[config.mk]
export PLATFORM = sky130hd
export DESIGN_NAME = lru_page_stack
export DESIGN_NICKNAME = d
export VERILOG_FILES = /design/src/sv/lps_pkg.sv /design/src/sv/lru_page_stack.sv /design/src/sv/lps_ctrl.sv /design/src/sv/lps_datapath.sv
export VERILOG_INCLUDE_DIRS = /design/src /design/src/sv
export SDC_FILE = /design/constraint.sdc
export NUM_CORES = 1
export LEC_CHECK = 0
export ABC_AREA = 0
export BUFFER_PORTS_ARGS = -buffer_cell sky130_fd_sc_hd__buf_2
export CORE_MARGIN = 3
export CORE_UTILIZATION = 59
export CTS_CLUSTER_SIZE = 14
export DETAILED_ROUTE_END_ITERATION = 10
export PLACE_DENSITY = 0.87
export RECOVER_POWER = 25
export SLEW_MARGIN = 5
export SYNTH_ARGS = -nofsm -noshare
export SYNTH_HDL_FRONTEND = slang
export SYNTH_HIERARCHICAL = 1
export SYNTH_SLANG_ARGS = --single-unit
[constraint.sdc]
create_clock -name i_clk -period 4.45 [get_ports i_clk]
set_input_delay 0.6675 -clock i_clk [delete_from_list [all_inputs] [get_ports i_clk]]
set_output_delay 0.6675 -clock i_clk [all_outputs]
set_load 0.005 [all_outputs]
[src/sv/lru_page_stack_defines.svh]
// lru_page_stack_defines.svh: assertion macros shared by the lru page stack rtl
// no dependencies; included by the modules that carry assertions
`ifndef LRU_PAGE_STACK_DEFINES_SVH
`define LRU_PAGE_STACK_DEFINES_SVH

// same-cycle implication, disabled during reset
`define LPS_ASSERT_NOW(label, clk, rst_n, ante, cons, msg) \
    label: assert property (@(posedge clk) disable iff (!rst_n) (ante) |-> (cons)) \
        else $error(msg);

// next-cycle implication, disabled during reset
`define LPS_ASSERT_NEXT(label, clk, rst_n, ante, cons, msg) \
    label: assert property (@(posedge clk) disable iff (!rst_n) (ante) |=> (cons)) \
        else $error(msg);

`endif

[src/sv/lps_pkg.sv]
// lps_pkg: constants and command type for the lru page stack
// no dependencies; used by lps_ctrl, lps_datapath and lru_page_stack
package lps_pkg;

    localparam int unsigned IN_PAGE_W  = 16;
    localparam int unsigned WAYS_W     = 5;
    localparam int unsigned POS_OUT_W  = 4;
    localparam int unsigned COUNT_W    = 32;
    localparam int unsigned APB_DATA_W = 32;
    localparam int unsigned APB_ADDR_W = 3;

    localparam logic [WAYS_W-1:0]  WAYS_RESET = 5'd16;
    localparam logic [COUNT_W-1:0] COUNT_MAX  = 32'hFFFF_FFFF;

    // register index codes (word index from paddr)
    localparam logic REG_WAYS_IDX = 1'b0;

    typedef struct packed {
        logic load;
        logic compare;
        logic resolve;
        logic commit;
        logic cfg_write;
    } t_lps_cmd;

endpackage

[src/sv/lru_page_stack.sv]
// lru_page_stack: top level, apb register port and item handshakes
// depends on lps_pkg, lps_ctrl and lps_datapath
//
// An lru page stack of CAPACITY lanes: each request item is compared against all
// resident lanes at once, then the hit or missing page moves to the front. An item
// passes through the steps accept, lane compare, position encode, and stack update
// and result write, and the block takes no new item until the last one is written;
// a result that is not taken holds the next item in its update step. The input is
// ready in the accept step even while a result still waits. Writing ways_in_use
// (byte address 0) empties the stack; the counters keep their values.
module lru_page_stack #(
    parameter int unsigned CAPACITY  = 16,
    parameter int unsigned PAGE_BITS = 16
) (
    input  logic                               i_clk,
    input  logic                               i_rst_n,
    input  logic                               psel,
    input  logic                               penable,
    input  logic                               pwrite,
    input  logic [lps_pkg::APB_ADDR_W-1:0]     paddr,
    input  logic [lps_pkg::APB_DATA_W-1:0]     pwdata,
    output logic [lps_pkg::APB_DATA_W-1:0]     prdata,
    output logic                               pready,
    input  logic                               i_in_valid,
    output logic                               o_in_ready,
    input  logic [lps_pkg::IN_PAGE_W-1:0]      i_page_number,
    output logic                               o_out_valid,
    input  logic                               i_out_ready,
    output logic                               o_fault,
    output logic [lps_pkg::POS_OUT_W-1:0]      o_hit_position,
    output logic [lps_pkg::COUNT_W-1:0]        o_request_count,
    output logic [lps_pkg::COUNT_W-1:0]        o_fault_count
);

    lps_pkg::t_lps_cmd            cmd;
    logic                         cfg_write;
    logic                         reg_sel_ways;
    logic [lps_pkg::WAYS_W-1:0]   ways;

    assign pready       = 1'b1;
    assign reg_sel_ways = (paddr[lps_pkg::APB_ADDR_W-1] == lps_pkg::REG_WAYS_IDX);
    assign cfg_write    = psel && penable && pwrite && pready && reg_sel_ways;
    assign prdata       = reg_sel_ways ? lps_pkg::APB_DATA_W'(ways) : '0;

    lps_ctrl u_ctrl (
        .i_clk       (i_clk),
        .i_rst_n     (i_rst_n),
        .i_in_valid  (i_in_valid),
        .o_in_ready  (o_in_ready),
        .o_out_valid (o_out_valid),
        .i_out_ready (i_out_ready),
        .i_cfg_write (cfg_write),
        .o_cmd       (cmd)
    );

    lps_datapath #(
        .CAPACITY  (CAPACITY),
        .PAGE_BITS (PAGE_BITS)
    ) u_datapath (
        .i_clk           (i_clk),
        .i_rst_n         (i_rst_n),
        .i_cmd           (cmd),
        .i_page_number   (i_page_number),
        .i_cfg_ways      (pwdata[lps_pkg::WAYS_W-1:0]),
        .o_ways          (ways),
        .o_fault         (o_fault),
        .o_hit_position  (o_hit_position),
        .o_request_count (o_request_count),
        .o_fault_count   (o_fault_count)
    );

endmodule

[src/sv/lps_ctrl.sv]
// lps_ctrl: sequencer for one request item (load, compare, resolve, commit)
// depends on lps_pkg and lru_page_stack_defines.svh; drives lps_datapath
`include "lru_page_stack_defines.svh"

module lps_ctrl (
    input  logic             i_clk,
    input  logic             i_rst_n,
    input  logic             i_in_valid,
    output logic             o_in_ready,
    output logic             o_out_valid,
    input  logic             i_out_ready,
    input  logic             i_cfg_write,
    output lps_pkg::t_lps_cmd o_cmd
);

    localparam logic [1:0] ST_IDLE = 2'd0;
    localparam logic [1:0] ST_CMP  = 2'd1;
    localparam logic [1:0] ST_RES  = 2'd2;
    localparam logic [1:0] ST_UPD  = 2'd3;

    logic [1:0] r_state;
    logic [1:0] n_state;
    logic       r_out_valid;
    logic       n_out_valid;
    logic       slot_free;

    assign slot_free = !r_out_valid || i_out_ready;

    always_comb begin
        n_state         = r_state;
        n_out_valid     = r_out_valid && !i_out_ready;
        o_cmd           = '0;
        o_cmd.cfg_write = i_cfg_write;
        case (r_state)
            ST_IDLE: begin
                if (i_in_valid) begin
                    o_cmd.load = 1'b1;
                    n_state    = ST_CMP;
                end
            end
            ST_CMP: begin
                o_cmd.compare = 1'b1;
                n_state       = ST_RES;
            end
            ST_RES: begin
                o_cmd.resolve = 1'b1;
                n_state       = ST_UPD;
            end
            ST_UPD: begin
                if (slot_free) begin
                    o_cmd.commit = 1'b1;
                    n_out_valid  = 1'b1;
                    n_state      = ST_IDLE;
                end
            end
            default: begin
                n_state = ST_IDLE;
            end
        endcase
    end

    always_ff @(posedge i_clk) begin
        if (!i_rst_n) begin
            r_state     <= ST_IDLE;
            r_out_valid <= 1'b0;
        end else begin
            r_state     <= n_state;
            r_out_valid <= n_out_valid;
        end
    end

    assign o_in_ready  = (r_state == ST_IDLE);
    assign o_out_valid = r_out_valid;

    `LPS_ASSERT_NOW(a_rise_from_upd, i_clk, i_rst_n, $rose(r_out_valid), $past(r_state) == ST_UPD, "result raised outside update step")
    `LPS_ASSERT_NEXT(a_upd_waits, i_clk, i_rst_n, (r_state == ST_UPD) && r_out_valid && !i_out_ready, (r_state == ST_UPD) && r_out_valid, "update left while result slot busy")

endmodule

[src/sv/lps_datapath.sv]
// lps_datapath: recency stack registers, lane compare, position encode, counters
// depends on lps_pkg and lru_page_stack_defines.svh; driven by lps_ctrl commands
`include "lru_page_stack_defines.svh"

module lps_datapath #(
    parameter int unsigned CAPACITY  = 16,
    parameter int unsigned PAGE_BITS = 16
) (
    input  logic                               i_clk,
    input  logic                               i_rst_n,
    input  lps_pkg::t_lps_cmd                  i_cmd,
    input  logic [lps_pkg::IN_PAGE_W-1:0]      i_page_number,
    input  logic [lps_pkg::WAYS_W-1:0]         i_cfg_ways,
    output logic [lps_pkg::WAYS_W-1:0]         o_ways,
    output logic                               o_fault,
    output logic [lps_pkg::POS_OUT_W-1:0]      o_hit_position,
    output logic [lps_pkg::COUNT_W-1:0]        o_request_count,
    output logic [lps_pkg::COUNT_W-1:0]        o_fault_count
);

    localparam int unsigned POS_W  = (CAPACITY > 1) ? $clog2(CAPACITY) : 1;
    localparam int unsigned LANE_W = $clog2(CAPACITY + 1);
    localparam int unsigned CMP_W  = (LANE_W > lps_pkg::WAYS_W) ? LANE_W : lps_pkg::WAYS_W;
    localparam int unsigned EXT_W  = lps_pkg::IN_PAGE_W + PAGE_BITS;
    localparam int unsigned PWID_W = POS_W + lps_pkg::POS_OUT_W;

    logic [lps_pkg::WAYS_W-1:0]  r_ways;
    logic [PAGE_BITS-1:0]        r_page;
    logic [PAGE_BITS-1:0]        r_pages [CAPACITY];
    logic [CAPACITY-1:0]         r_valid;
    logic [CAPACITY-1:0]         r_match;
    logic                        r_hit;
    logic [POS_W-1:0]            r_pos;
    logic                        r_fault;
    logic [lps_pkg::POS_OUT_W-1:0] r_hit_position;
    logic [lps_pkg::COUNT_W-1:0] r_req;
    logic [lps_pkg::COUNT_W-1:0] r_flt;

    logic [EXT_W-1:0]            page_ext;
    logic [CMP_W-1:0]            ways_ext;
    logic [CMP_W-1:0]            act_ways;
    logic [CAPACITY-1:0]         lane_active;
    logic [CAPACITY-1:0]         match;
    logic [CAPACITY-1:0]         shift;
    logic [POS_W-1:0]            pos_enc;
    logic [PWID_W-1:0]           pos_wide;

    assign page_ext = {PAGE_BITS'(1'b0), i_page_number};
    assign ways_ext = CMP_W'(r_ways);

    // clamp ways to 1..CAPACITY
    always_comb begin
        if (ways_ext == '0) begin
            act_ways = CMP_W'(1);
        end else if (ways_ext > CMP_W'(CAPACITY)) begin
            act_ways = CMP_W'(CAPACITY);
        end else begin
            act_ways = ways_ext;
        end
    end

    always_comb begin
        for (int k = 0; k < CAPACITY; k++) begin
            lane_active[k] = CMP_W'(k) < act_ways;
            match[k]       = r_valid[k] && lane_active[k] && (r_pages[k] == r_page);
        end
    end

    // valid pages are unique, so the match vector is one-hot or empty
    always_comb begin
        pos_enc = '0;
        for (int k = 0; k < CAPACITY; k++) begin
            if (r_match[k]) begin
                pos_enc = pos_enc | POS_W'(k);
            end
        end
    end

    always_comb begin
        shift[0] = 1'b0;
        for (int k = 1; k < CAPACITY; k++) begin
            shift[k] = r_hit ? (POS_W'(k) <= r_pos) : lane_active[k];
        end
    end

    assign pos_wide = {lps_pkg::POS_OUT_W'(1'b0), r_pos};

    always_ff @(posedge i_clk) begin
        if (!i_rst_n) begin
            r_ways  <= lps_pkg::WAYS_RESET;
            r_valid <= '0;
            r_req   <= '0;
            r_flt   <= '0;
        end else if (i_cmd.cfg_write) begin
            r_ways  <= i_cfg_ways;
            r_valid <= '0;
        end else if (i_cmd.commit) begin
            for (int k = 1; k < CAPACITY; k++) begin
                if (shift[k]) begin
                    r_valid[k] <= r_valid[k-1];
                end
            end
            r_valid[0] <= 1'b1;
            if (r_req != lps_pkg::COUNT_MAX) begin
                r_req <= r_req + 1'b1;
            end
            if (!r_hit && (r_flt != lps_pkg::COUNT_MAX)) begin
                r_flt <= r_flt + 1'b1;
            end
        end
    end

    always_ff @(posedge i_clk) begin
        if (i_cmd.load) begin
            r_page <= page_ext[PAGE_BITS-1:0];
        end
        if (i_cmd.compare) begin
            r_match <= match;
        end
        if (i_cmd.resolve) begin
            r_hit <= |r_match;
            r_pos <= pos_enc;
        end
        if (i_cmd.commit) begin
            for (int k = 1; k < CAPACITY; k++) begin
                if (shift[k]) begin
                    r_pages[k] <= r_pages[k-1];
                end
            end
            r_pages[0]     <= r_page;
            r_fault        <= !r_hit;
            r_hit_position <= r_hit ? pos_wide[lps_pkg::POS_OUT_W-1:0] : '0;
        end
    end

    assign o_ways          = r_ways;
    assign o_fault         = r_fault;
    assign o_hit_position  = r_hit_position;
    assign o_request_count = r_req;
    assign o_fault_count   = r_flt;

    `LPS_ASSERT_NOW(a_match_unique, i_clk, i_rst_n, i_cmd.resolve, $onehot0(r_match), "lane hit twice")
    `LPS_ASSERT_NEXT(a_front_loaded, i_clk, i_rst_n, i_cmd.commit, r_valid[0] && (r_pages[0] == $past(r_page)), "front lane not loaded on commit")

endmodule
==> results by group, run 1 <==
STA
  – Final period util: 0.707
  – Max_slew headroom: 0.238
  – Min Clock Period, post-route: 3150 ps
  – Setup-failing EPs final: 0
  – Worst Skew: 20.3 ps
  – Max-slew violation count: 0
  – Final hold violations: 0
  – RSZ-0062 raised after global routing: false
  – Measured slew at the worst slew-check pin: 1140 ps
  – Fin Setup TNS: 0 ps
  – FMAX: 0.318 GHz

Floorplan
  – Die Wd: 175 um
  – Ports: 162
  – Rows: 61
  – Starting density of the core: 0.602
  – Placeable Area: 27900 um2
  – Die Y: 175 um
  – Full die area: 30600 um2

Clock network
  – Post-CTS Hold Buffers: 0
  – Clk slew on worst S/H paths: 60 ps
  – CTS root buf: clkbuf_16
  – Htree depth: 2
  – CTS Sinks: 386
  – CTS tree: yes
  – CTS Buf Count: 39
  – Post-CTS setup buffers: 0
  – Clk Latency, worst-skew pair: 530 ps
  – Clock buffer depth: 3
  – CTS resizes: 0

Routing
  – Total Wirelength: 36800 um
  – Starting DRT DRC Count: 869
  – First-pass DRT Iterations: 7
  – Via-to-Cell Ratio: 5.99
  – Drt drc: 0
  – DR WL/cell: 20.6 um
  – Via count: 10714
  – Number of routed nets with antenna violations: 0

Place
  – HPWL Detailed: 26100 um
  – DP Area: 17600 um2
  – PortBufs: 104
  – Total placed cells including tap cells: 1719
  – Gpl congestion: 0.889

Worst setup path
  – CP startpoint kind: flip-flop
  – Critical path peak fanout: 21
  – Kind of critical path: flip-flop to flip-flop
  – WP data arrival: 3590 ps
  – Critical path endpoint category: flip-flop
  – Worst path buffer plus inverter count: 0
  – Crit-path cells: ha_1 -> nor2b_4 -> or3b_2 -> nor2_1 -> nand4b_1 -> or3_1 -> a21oi_1
  – CP max stage cell: nor2b_4
  – Top delay family on crit path: simple AND/OR/NAND/NOR gates
  – Slowest stage delay, CP: 580 ps
  – CP Data Required Time: 4890 ps

Power
  – Gate power share: 0.144
  – P per Cell Area: 487 nW/um2
  – Clock Power Share: 0.331
  – Switching power total: 2.47 mW
  – Pint: 6.69 mW
  – Tot Pwr: 9.16 mW
  – Leakage: 6.18 nW
  – Flop pwr share: 0.524
  – Sw Share: 0.270
  – Worst IR Drop VDD: 0.425 mV

Finish
  – Area Overhead vs Synth: 11.8%
  – Area of the multi-input gates: 5710 um2
  – Layout cells sized above 1: 0.140
  – Filler Cell Count: 1906
  – Final Instance Count excl. Fillers: 1788
  – Finished Cell Area: 18800 um2
  – # diodes: 0
  – Register area: 10700 um2
  – Final nets: 1446

Synthesis
  – Prevailing post-synth register cell: edfxtp_1
  – Yosys top cell area share: 0.532
  – Post-synth EDFFs: 298
  – Unique masters post-synth: 61
  – Dominant cells by area after synthesis: edfxtp_1 53%, dfxtp_1 10%, xnor2_1 9.3%
  – Cell Area, Synth: 16800 um2
  – Most numerous cell in the Yosys netlist: edfxtp_1
  – Syn Inst Count: 1278
  – Area leader, netlist: edfxtp_1
  – Most frequent cells after synthesis: 298 x edfxtp_1, 179 x xnor2_1, 91 x xor2_1
  – Sequential share of the synthesized area: 0.637
  – Yosys Warn Count: 6
  – Number of synthesized register bits: 386
  – Async SR Flop Fraction: 0
  – Syn Area/Cell: 13.2 um2

Flow run
  – Number of max-cap violations: 0

Global routing
  – Vias in the first global route: 10854
  – Initial antenna violation count: 0
  – Gr usage total: 0.238
  – GRT overflow: 0
  – Largest net degree at the start of global routing: 63
  – First-pass GRT wire length: 57300 um

Worst hold path
  – Hold Path Class: input pin to flip-flop

Status
  – Status: completed
## worst paths after layout
kind	startpoint	slack [ps]	end	cells after the start
worst min register to register	u_datapath/r_pages[1][10]$_DFFE_PP_	460	u_datapath/r_pages[1][26]$_DFFE_PP_	0
worst max-delay path	u_ctrl/r_state[1]$_SDFFE_PN0P_	1300	u_datapath/o_fault_count[30]$_SDFFE_PN0P_	7
worst min-delay path	i_page_number[7]	310	u_datapath/r_page[7]$_DFFE_PP_	1
worst max register to register	u_ctrl/r_state[1]$_SDFFE_PN0P_	1300	u_datapath/o_fault_count[30]$_SDFFE_PN0P_	7
## power by group through the flow
stage	combinational (mW)	clock [mW]	sequential, mW
after floorplan	1.10	0	4.59
after detailed placement	1.30	0	4.86
after CTS	1.33	3.09	4.80
final	1.32	3.03	4.80
after global placement	1.24	0	4.82
after global routing	1.44	3.24	4.84
## stage by stage
stage / util / hold slack (ps) / setup WS, ps
global route: 0.673 / 290 / 1140
global placement: 0.632 / 449 / 1170
finish: 0.673 / 305 / 1300
CTS: 0.673 / 279 / 1390
detailed placement: 0.632 / 456 / 1080
floorplan: - / 424 / 282
## state kept, by name, summed over array words and instances (netlist names)
| name | cells |
|---|---|
| u_datapath/r_match | 16 |
| u_ctrl/o_out_valid | 1 |
| u_ctrl/r_state | 2 |
| u_datapath/r_page | 16 |
| u_datapath/o_hit_position | 4 |
| u_datapath/r_pos | 4 |
| u_datapath/r_pages | 256 |
| u_datapath/o_fault | 1 |
| u_datapath/o_fault_count | 32 |
| u_datapath/o_ways | 5 |
| u_datapath/r_hit | 1 |
| u_datapath/r_valid | 16 |
| u_datapath/o_request_count | 32 |
## worst reg2reg max path, cell delays in order (launching register included)
cell and delay, ps:
dfxtp_1 400, ha_1 230, nor2b_4 580, or3b_2 550, nor2_1 440, nand4b_1 320
or3_1 400, a21oi_1 140
## cell usage in the layout (no fill, tap or decap), drive strengths merged, types with 8 or more instances in the layout
| master | n |
|---|---|
| dfxtp | 88 |
| xnor2 | 179 |
| mux2i | 22 |
| conb | 28 |
| or4 | 20 |
| or3 | 23 |
| nand2b | 9 |
| nor2 | 50 |
| buf | 126 |
| o21a | 9 |
| and3 | 8 |
| inv | 16 |
| o31ai | 20 |
| and2 | 11 |
| nor4 | 44 |
| clkbuf | 62 |
| nand3 | 37 |
| nor3 | 13 |
| o21ai | 33 |
| a21oi | 49 |
| xor2 | 91 |
| edfxtp | 298 |
| nand4 | 61 |
| nand2 | 36 |
## cell type report
class,count,area share
Multi-Input combinational cell,813,0.304
Tap cell,378,0.0251
Clock buffer,61,0.0579
Sequential cell,386,0.569
Timing Repair Buffer,127,0.0368
Clock inverter,8,0.00412
Inverter,15,0.00299
## layer usage
layer / global-route usage / wire, um / part of all wire / up-vias
li1: - / - / - / 4872
met1: 0.276 / 13500 / 0.37 / 5279
met2: 0.435 / 19500 / 0.53 / 454
met3: 0.0404 / 2310 / 0.063 / 109
met4: 0.103 / 1510 / 0.041 / 0
met5: 0 / 0 / 0 / -
## logic make-up after synthesis
| group | after synthesis | synth area share |
|---|---|---|
| AO/OA/AOI/OAI | 146 | 0.0554 |
| adder cells (fa/ha/maj) | 6 | 0.00446 |
| buffers and inverters | 105 | 0.0310 |
| AND/OR/NAND/NOR | 341 | 0.118 |
| other | 2 | 0.000446 |
| flip-flops | 386 | 0.637 |
| multiplexers | 22 | 0.0131 |
| XOR/XNOR | 270 | 0.141 |
(Power assumes the default switching activity.)
==> inputs of run 2 (changes only) <==
CORE_UTILIZATION = 54   (was 59)
PLACE_DENSITY = 0.85   (was 0.87)
clock period = 2.8 ns   (was 4.45 ns; I/O delays follow)
==> run 2 against run 1 <==
Combinational power rose by 80%. Sequential share of layout area decreased by 0.85 points. Clock power up 57%. Die area is 8.9% higher. First-iteration DRC count shrank 14%. Largest cell class unchanged. Highest routed layer unchanged.
==> results by group, run 2 (synthesis gave the netlist of run 1 again) <==
Worst hold path
  – Hold depth: 1 (unchanged)
  – Hold Crit Endpoint: u_datapath/r_page[7]$_DFFE_PP_
  – Hold Path Class: input pin to flip-flop
  – Hold Startpoint: i_page_number[7]

Routing
  – First-pass DRT Iterations: 8 (+1)
  – Via count: 10712 (-0.019%)
  – Number of routed nets with antenna violations: 0 (unchanged)
  – Drt drc: 0 (unchanged)
  – Total Wirelength: 37100 um (+0.85%)
  – Via-to-Cell Ratio: 5.83 (-2.7%)
  – Starting DRT DRC Count: 744 (-14%)
  – DR WL/cell: 20.2 um (-1.9%)

Finish
  – Finished Cell Area: 19100 um2 (+1.5%)
  – Layout cells sized above 1: 0.166 (+0.0267)
  – Most frequent cells in the layout: 298 x edfxtp_1, 179 x xnor2_1, 104 x buf_2
  – Area Overhead vs Synth: 13.5%
  – # diodes: 0 (unchanged)
  – Final nets: 1483 (+2.6%)
  – Filler Cell Count: 2143 (+12%)
  – Top reg by flops: u_datapath/r_pages
  – Final core occ: 0.632 (-0.0408)
  – Commonest non-fill, non-tap cell in the layout: edfxtp_1
  – Max reg flops: 256 (unchanged)

Worst setup path
  – R2r worst-path depth: 8 (+1)
  – Crit-path cells: ha_1 -> nor2b_4 -> buf_4 -> nor3b_1 -> nand4_1 -> nand4bb_1 -> or3_1 -> a21oi_1
  – Critical path endpoint category: flip-flop
  – Critical path peak fanout: 7 (-67%)
  – CP startpoint kind: flip-flop
  – CP Data Required Time: 3240 ps (-1650 ps)
  – Setup slack, reg-to-reg: 230 ps (-1070 ps)
  – Kind of critical path: flip-flop to flip-flop
  – Worst r2r src: u_ctrl/r_state[1]$_SDFFE_PN0P_
  – WP data arrival: 3010 ps (-580 ps)
  – Slowest stage delay, CP: 420 ps (-160 ps)
  – R2R Path End: u_datapath/o_fault_count[23]$_SDFFE_PN0P_
  – CP max stage cell: or3_1

Floorplan
  – Die Y: 182 um (+4.4%)
  – Full die area: 33300 um2 (+8.9%)
  – Die Wd: 182 um (+4.4%)
  – Rows: 63 (+3.3%)
  – Ports: 162 (unchanged)
  – Placeable Area: 30200 um2 (+8.1%)
  – Starting density of the core: 0.557 (-0.0450)

Flow run
  – Number of max-cap violations: 0 (unchanged)

Global routing
  – Vias in the first global route: 10615 (-2.2%)
  – Initial antenna violation count: 0 (unchanged)
  – Gr usage total: 0.217 (-0.0214)
  – First-pass GRT wire length: 56900 um (-0.77%)
  – GRT overflow: 0 (unchanged)
  – Largest net degree at the start of global routing: 36 (-43%)

STA
  – Max_slew headroom: 0.374 (+0.136)
  – Max-slew violation count: 0 (unchanged)
  – Fin Setup TNS: 0 ps (unchanged)
  – RSZ-0062 raised after global routing: false
  – Final period util: 0.918 (+0.210)
  – Min Clock Period, post-route: 2570 ps (-578 ps)
  – Measured slew at the worst slew-check pin: 939 ps (-204 ps)
  – PnR worst setup slack: 230 ps (-1070 ps)
  – FMAX: 0.389 GHz (+22%)
  – Worst Skew: 21.2 ps (+0.908 ps)
  – Final hold violations: 0 (unchanged)
  – Setup-failing EPs final: 0 (unchanged)

Place
  – DP Area: 17900 um2 (+1.6%)
  – Placement Setup Slack: 186 ps (-896 ps)
  – Gpl congestion: 0.854 (-3.9%)
  – PortBufs: 104 (unchanged)
  – HPWL Detailed: 27000 um (+3.6%)

Power
  – Worst IR Drop VDD: 0.730 mV (+72%)
  – P per Cell Area: 768 nW/um2 (+58%)
  – Leakage: 6.37 nW (+3.1%)

Clock network
  – CTS Buf Count: 39 (unchanged)
  – Clock buffer depth: 3 (unchanged)
  – CTS root buf: clkbuf_16
  – Htree depth: 2 (unchanged)
  – Clk slew on worst S/H paths: 60 ps (about the same)
  – CTS tree: yes
  – CTS Sinks: 386 (unchanged)
  – Clk Latency, worst-skew pair: 520 ps (about the same)

Status
  – Status: completed
run 2: cell count changes in the layout (fill, tap and decap cells not counted), sizes merged:
cell    change
buf        +38
clkbuf      -6
clkinv      +6
run 2: worst max-delay path, delay by kind of cell, from the launching register on:
| family | cells | cell delay, ps |
|---|---|---|
| adders and majority gates | 1 | 250 |
| DFF | 1 | 400 |
| AOI/OAI and AO/OA | 1 | 160 |
| and+or+nand+nor | 5 | 1510 |
| buffers and inverters | 1 | 170 |
run 2: area by class of cell:
type	count	area (um2)	share of cell area
Clock buffer	56	1060	0.0555
Clock inverter	14	93.8	0.00491
Multi-Input combinational cell	813	5720	0.299
Timing Repair Buffer	164	971	0.0508
Sequential cell	386	10700	0.561
Inverter	15	56.3	0.00295
Tap cell	390	488	0.0256
run 2: through the flow:
stage          hold WS [ps]  cells  total power, mW
2_1_floorplan           424   1304             9.05
3_3_place_gp            448   1766             9.82
3_5_place_dp            455   1766             9.97
4_1_cts                54.3   1836             14.7
5_1_grt                56.3   1838             15.2
6_report               73.7   1838             14.7
run 2: worst max path at each step:
stage                              startpoint                                           to  slack [ps]  depth (start not counted)
6_report       u_ctrl/r_state[1]$_SDFFE_PN0P_    u_datapath/o_fault_count[23]$_SDFFE_PN0P_         230                          8
3_3_place_gp                      i_out_ready  u_datapath/o_request_count[30]$_SDFFE_PN0P_         260                          8
5_1_grt        u_ctrl/r_state[1]$_SDFFE_PN0P_    u_datapath/o_fault_count[26]$_SDFFE_PN0P_          50                          8
2_1_floorplan                     i_out_ready    u_datapath/o_fault_count[31]$_SDFFE_PN0P_         210                          7
4_1_cts        u_ctrl/r_state[1]$_SDFFE_PN0P_    u_datapath/o_fault_count[30]$_SDFFE_PN0P_         230                          8
3_5_place_dp                      i_out_ready  u_datapath/o_request_count[19]$_SDFFE_PN0P_         190                          8
run 2: routing by layer:
layer	share of wire	track usage	vias to the layer above
met3	0.060	0.0347	86
li1	-	-	4955
met1	0.38	0.264	5251
met2	0.52	0.386	420
met4	0.038	0.0853	0
met5	0	0	-
run 2: report_power, final:
part / switching, mW / total, mW / internal [mW]
combinational: 1.37 / 2.38 / 1.00
clock: 2.04 / 4.76 / 2.72
sequential: 0.571 / 7.53 / 6.95
run 2: what timing repair did:
item | in CTS | in global routing
resized for setup | 0 | 1
hold buffers | 0 | 0
buffers inserted | 0 | 2
endpoints found under the setup margin | 0 | 4
==> inputs of run 3 (changes only) <==
CORE_UTILIZATION = 40   (was 54)
PLACE_DENSITY = 0.68   (was 0.85)
==> run 3 against run 2 <==
Clock power rose by 5.5%. Critical path type unchanged. Flip-flop and latch count is the same. Cell count grew 7.7%. Power up 1.1%. Largest cell class unchanged. Die area increased by 34%. Combinational power fell by 3%. Non-clock buffer count fell by 1.
==> results by group, run 3 (synthesis gave the netlist of run 1 again) <==
Status
  – Status: completed

Power
  – Worst IR Drop VDD: 0.633 mV (-13%)
  – Clock Power Share: 0.339 (+0.014)
  – Leakage: 6.42 nW (+0.77%)
  – Flop pwr share: 0.505 (-0.008)
  – Pint: 10.9 mW (+2.2%)
  – Tot Pwr: 14.8 mW (+1.1%)
  – P per Cell Area: 765 nW/um2 (-0.35%)
  – Gate power share: 0.156 (-0.006)
  – Sw Share: 0.264 (-0.00767)
  – Switching power total: 3.91 mW (-1.8%)

Floorplan
  – Placeable Area: 41200 um2 (+36%)
  – Full die area: 44500 um2 (+34%)
  – Ports: 162 (unchanged)
  – Die Wd: 211 um (+16%)
  – Rows: 74 (+17%)
  – Die Y: 211 um (+16%)
  – Starting density of the core: 0.408 (-0.149)

STA
  – Worst Skew: 18.5 ps (-2.78 ps)
  – Max_slew headroom: 0.452 (+0.0783)
  – Final hold violations: 0 (unchanged)
  – Min Clock Period, post-route: 2570 ps (-0.122 ps)
  – RSZ-0062 raised after global routing: false
  – FMAX: 0.389 GHz (about the same)
  – Measured slew at the worst slew-check pin: 821 ps (-117 ps)
  – Setup-failing EPs final: 0 (unchanged)
  – Final period util: 0.918 (about the same)
  – Max-slew violation count: 0 (unchanged)
  – WHS: 69.8 ps (-3.88 ps)
  – Fin Setup TNS: 0 ps (unchanged)

Finish
  – Most frequent cells in the layout: 298 x edfxtp_1, 179 x xnor2_1, 101 x buf_2
  – Area Overhead vs Synth: 15.2%
  – # diodes: 0 (unchanged)
  – Final core occ: 0.470 (-0.162)
  – Final nets: 1483 (unchanged)
  – Top reg by flops: u_datapath/r_pages
  – Max reg flops: 256 (unchanged)
  – Layout cells sized above 1: 0.166 (-0.000691)
  – Finished Cell Area: 19400 um2 (+1.5%)
  – Commonest non-fill, non-tap cell in the layout: edfxtp_1

Clock network
  – Clk slew on worst S/H paths: 60 ps (about the same)
  – Htree depth: 2 (unchanged)
  – Clock buffer depth: 3 (unchanged)
  – CTS Buf Count: 40 (+2.6%)
  – CTS Sinks: 386 (unchanged)
  – CTS tree: yes
  – CTS root buf: clkbuf_16
  – Post-CTS setup buffers: 0 (unchanged)
  – Post-CTS Hold Buffers: 0 (unchanged)
  – CTS resizes: 0 (unchanged)
  – Clk Latency, worst-skew pair: 530 ps (about the same)

Worst setup path
  – Top delay family on crit path: compound AO/OA/AOI/OAI gates
  – CP max stage cell: or4_1
  – CP Data Required Time: 3250 ps (about the same)
  – CP startpoint kind: flip-flop
  – Kind of critical path: flip-flop to flip-flop
  – Critical path endpoint category: flip-flop
  – Crit-path cells: nand4_4 -> or4_1 -> o31ai_2 -> o21ai_0 -> a21oi_1
  – Critical path peak fanout: 12 (+5)
  – Slowest stage delay, CP: 740 ps (+320 ps)
  – WP data arrival: 3020 ps (about the same)
  – Worst path buffer plus inverter count: 0 (-1)

Global routing
  – Gr usage total: 0.162 (-0.0549)
  – Largest net degree at the start of global routing: 34 (-5.6%)
  – First-pass GRT wire length: 56300 um (-1.1%)
  – Initial antenna violation count: 0 (unchanged)
  – GRT overflow: 0 (unchanged)
  – Vias in the first global route: 10190 (-4.0%)

Place
  – PortBufs: 104 (unchanged)
  – Gpl congestion: 0.856 (+0.22%)
  – DP Area: 18100 um2 (+1.2%)
  – HPWL Detailed: 27600 um (+2.2%)

Routing
  – Number of routed nets with antenna violations: 0 (unchanged)
  – Drt drc: 0 (unchanged)
  – Starting DRT DRC Count: 734 (-1.3%)
  – Total Wirelength: 36600 um (-1.4%)
  – First-pass DRT Iterations: 5 (-3)
  – Via-to-Cell Ratio: 5.27 (-9.6%)
  – DR WL/cell: 18.5 um (-8.5%)
  – Via count: 10428 (-2.7%)

Flow run
  – Number of max-cap violations: 0 (unchanged)

Worst hold path
  – Hold Path Class: input pin to flip-flop
run 3: changes by cell type in the layout (fill, tap and decap cells not counted), moves of 2 or more:
cell and delta:
buf_4 -3, buf_2 -3, clkbuf_8 +5, clkinv_2 -2
buf_12 +2, clkbuf_16 +2
run 3: layout make-up:
type | instances | area, um2
Timing Repair Buffer | 163 | 985
Tap cell | 532 | 666
Clock buffer | 60 | 1170
Clock inverter | 11 | 71.3
Multi-Input combinational cell | 813 | 5710
Inverter | 15 | 56.3
Fill cell | 3518 | 21800
Sequential cell | 386 | 10700
run 3: metal layers:
| layer | GRT usage | vias up | routed length [um] |
|---|---|---|---|
| met4 | 0.0637 | 0 | 1230 |
| met5 | 0 | - | 0 |
| li1 | - | 4949 | - |
| met2 | 0.285 | 267 | 18800 |
| met3 | 0.0241 | 71 | 1740 |
| met1 | 0.202 | 5141 | 14800 |
run 3: worst paths after layout:
| kind | from | to | slack [ps] | depth (start not counted) |
|---|---|---|---|---|
| setup / recovery | u_datapath/o_request_count[7]$_SDFFE_PN0P_ | u_datapath/o_request_count[13]$_SDFFE_PN0P_ | 230 | 5 |
| hold / removal | i_page_number[6] | u_datapath/r_page[6]$_DFFE_PP_ | 70 | 1 |
| setup reg to reg | u_datapath/o_request_count[7]$_SDFFE_PN0P_ | u_datapath/o_request_count[13]$_SDFFE_PN0P_ | 230 | 5 |
| hold reg to reg | u_datapath/r_pages[0][113]$_DFFE_PP_ | u_datapath/r_pages[1][1]$_DFFE_PP_ | 450 | 0 |
run 3: power by group through the flow:
stage               registers (mW)  clock network [mW]  logic [mW]
floorplan                     7.29                   0        1.76
global placement              7.57                   0        2.30
detailed placement            7.61                   0        2.35
CTS                           7.49                5.15        2.36
global route                  7.56                5.37        2.53
finish                        7.49                5.02        2.31
run 3: per-stage QoR:
step / setup slack (ps) / cells
2_1_floorplan: 208 / 1304
3_3_place_gp: 298 / 1909
3_5_place_dp: 241 / 1909
4_1_cts: 264 / 1980
5_1_grt: 61.1 / 1980
6_report: 230 / 1980
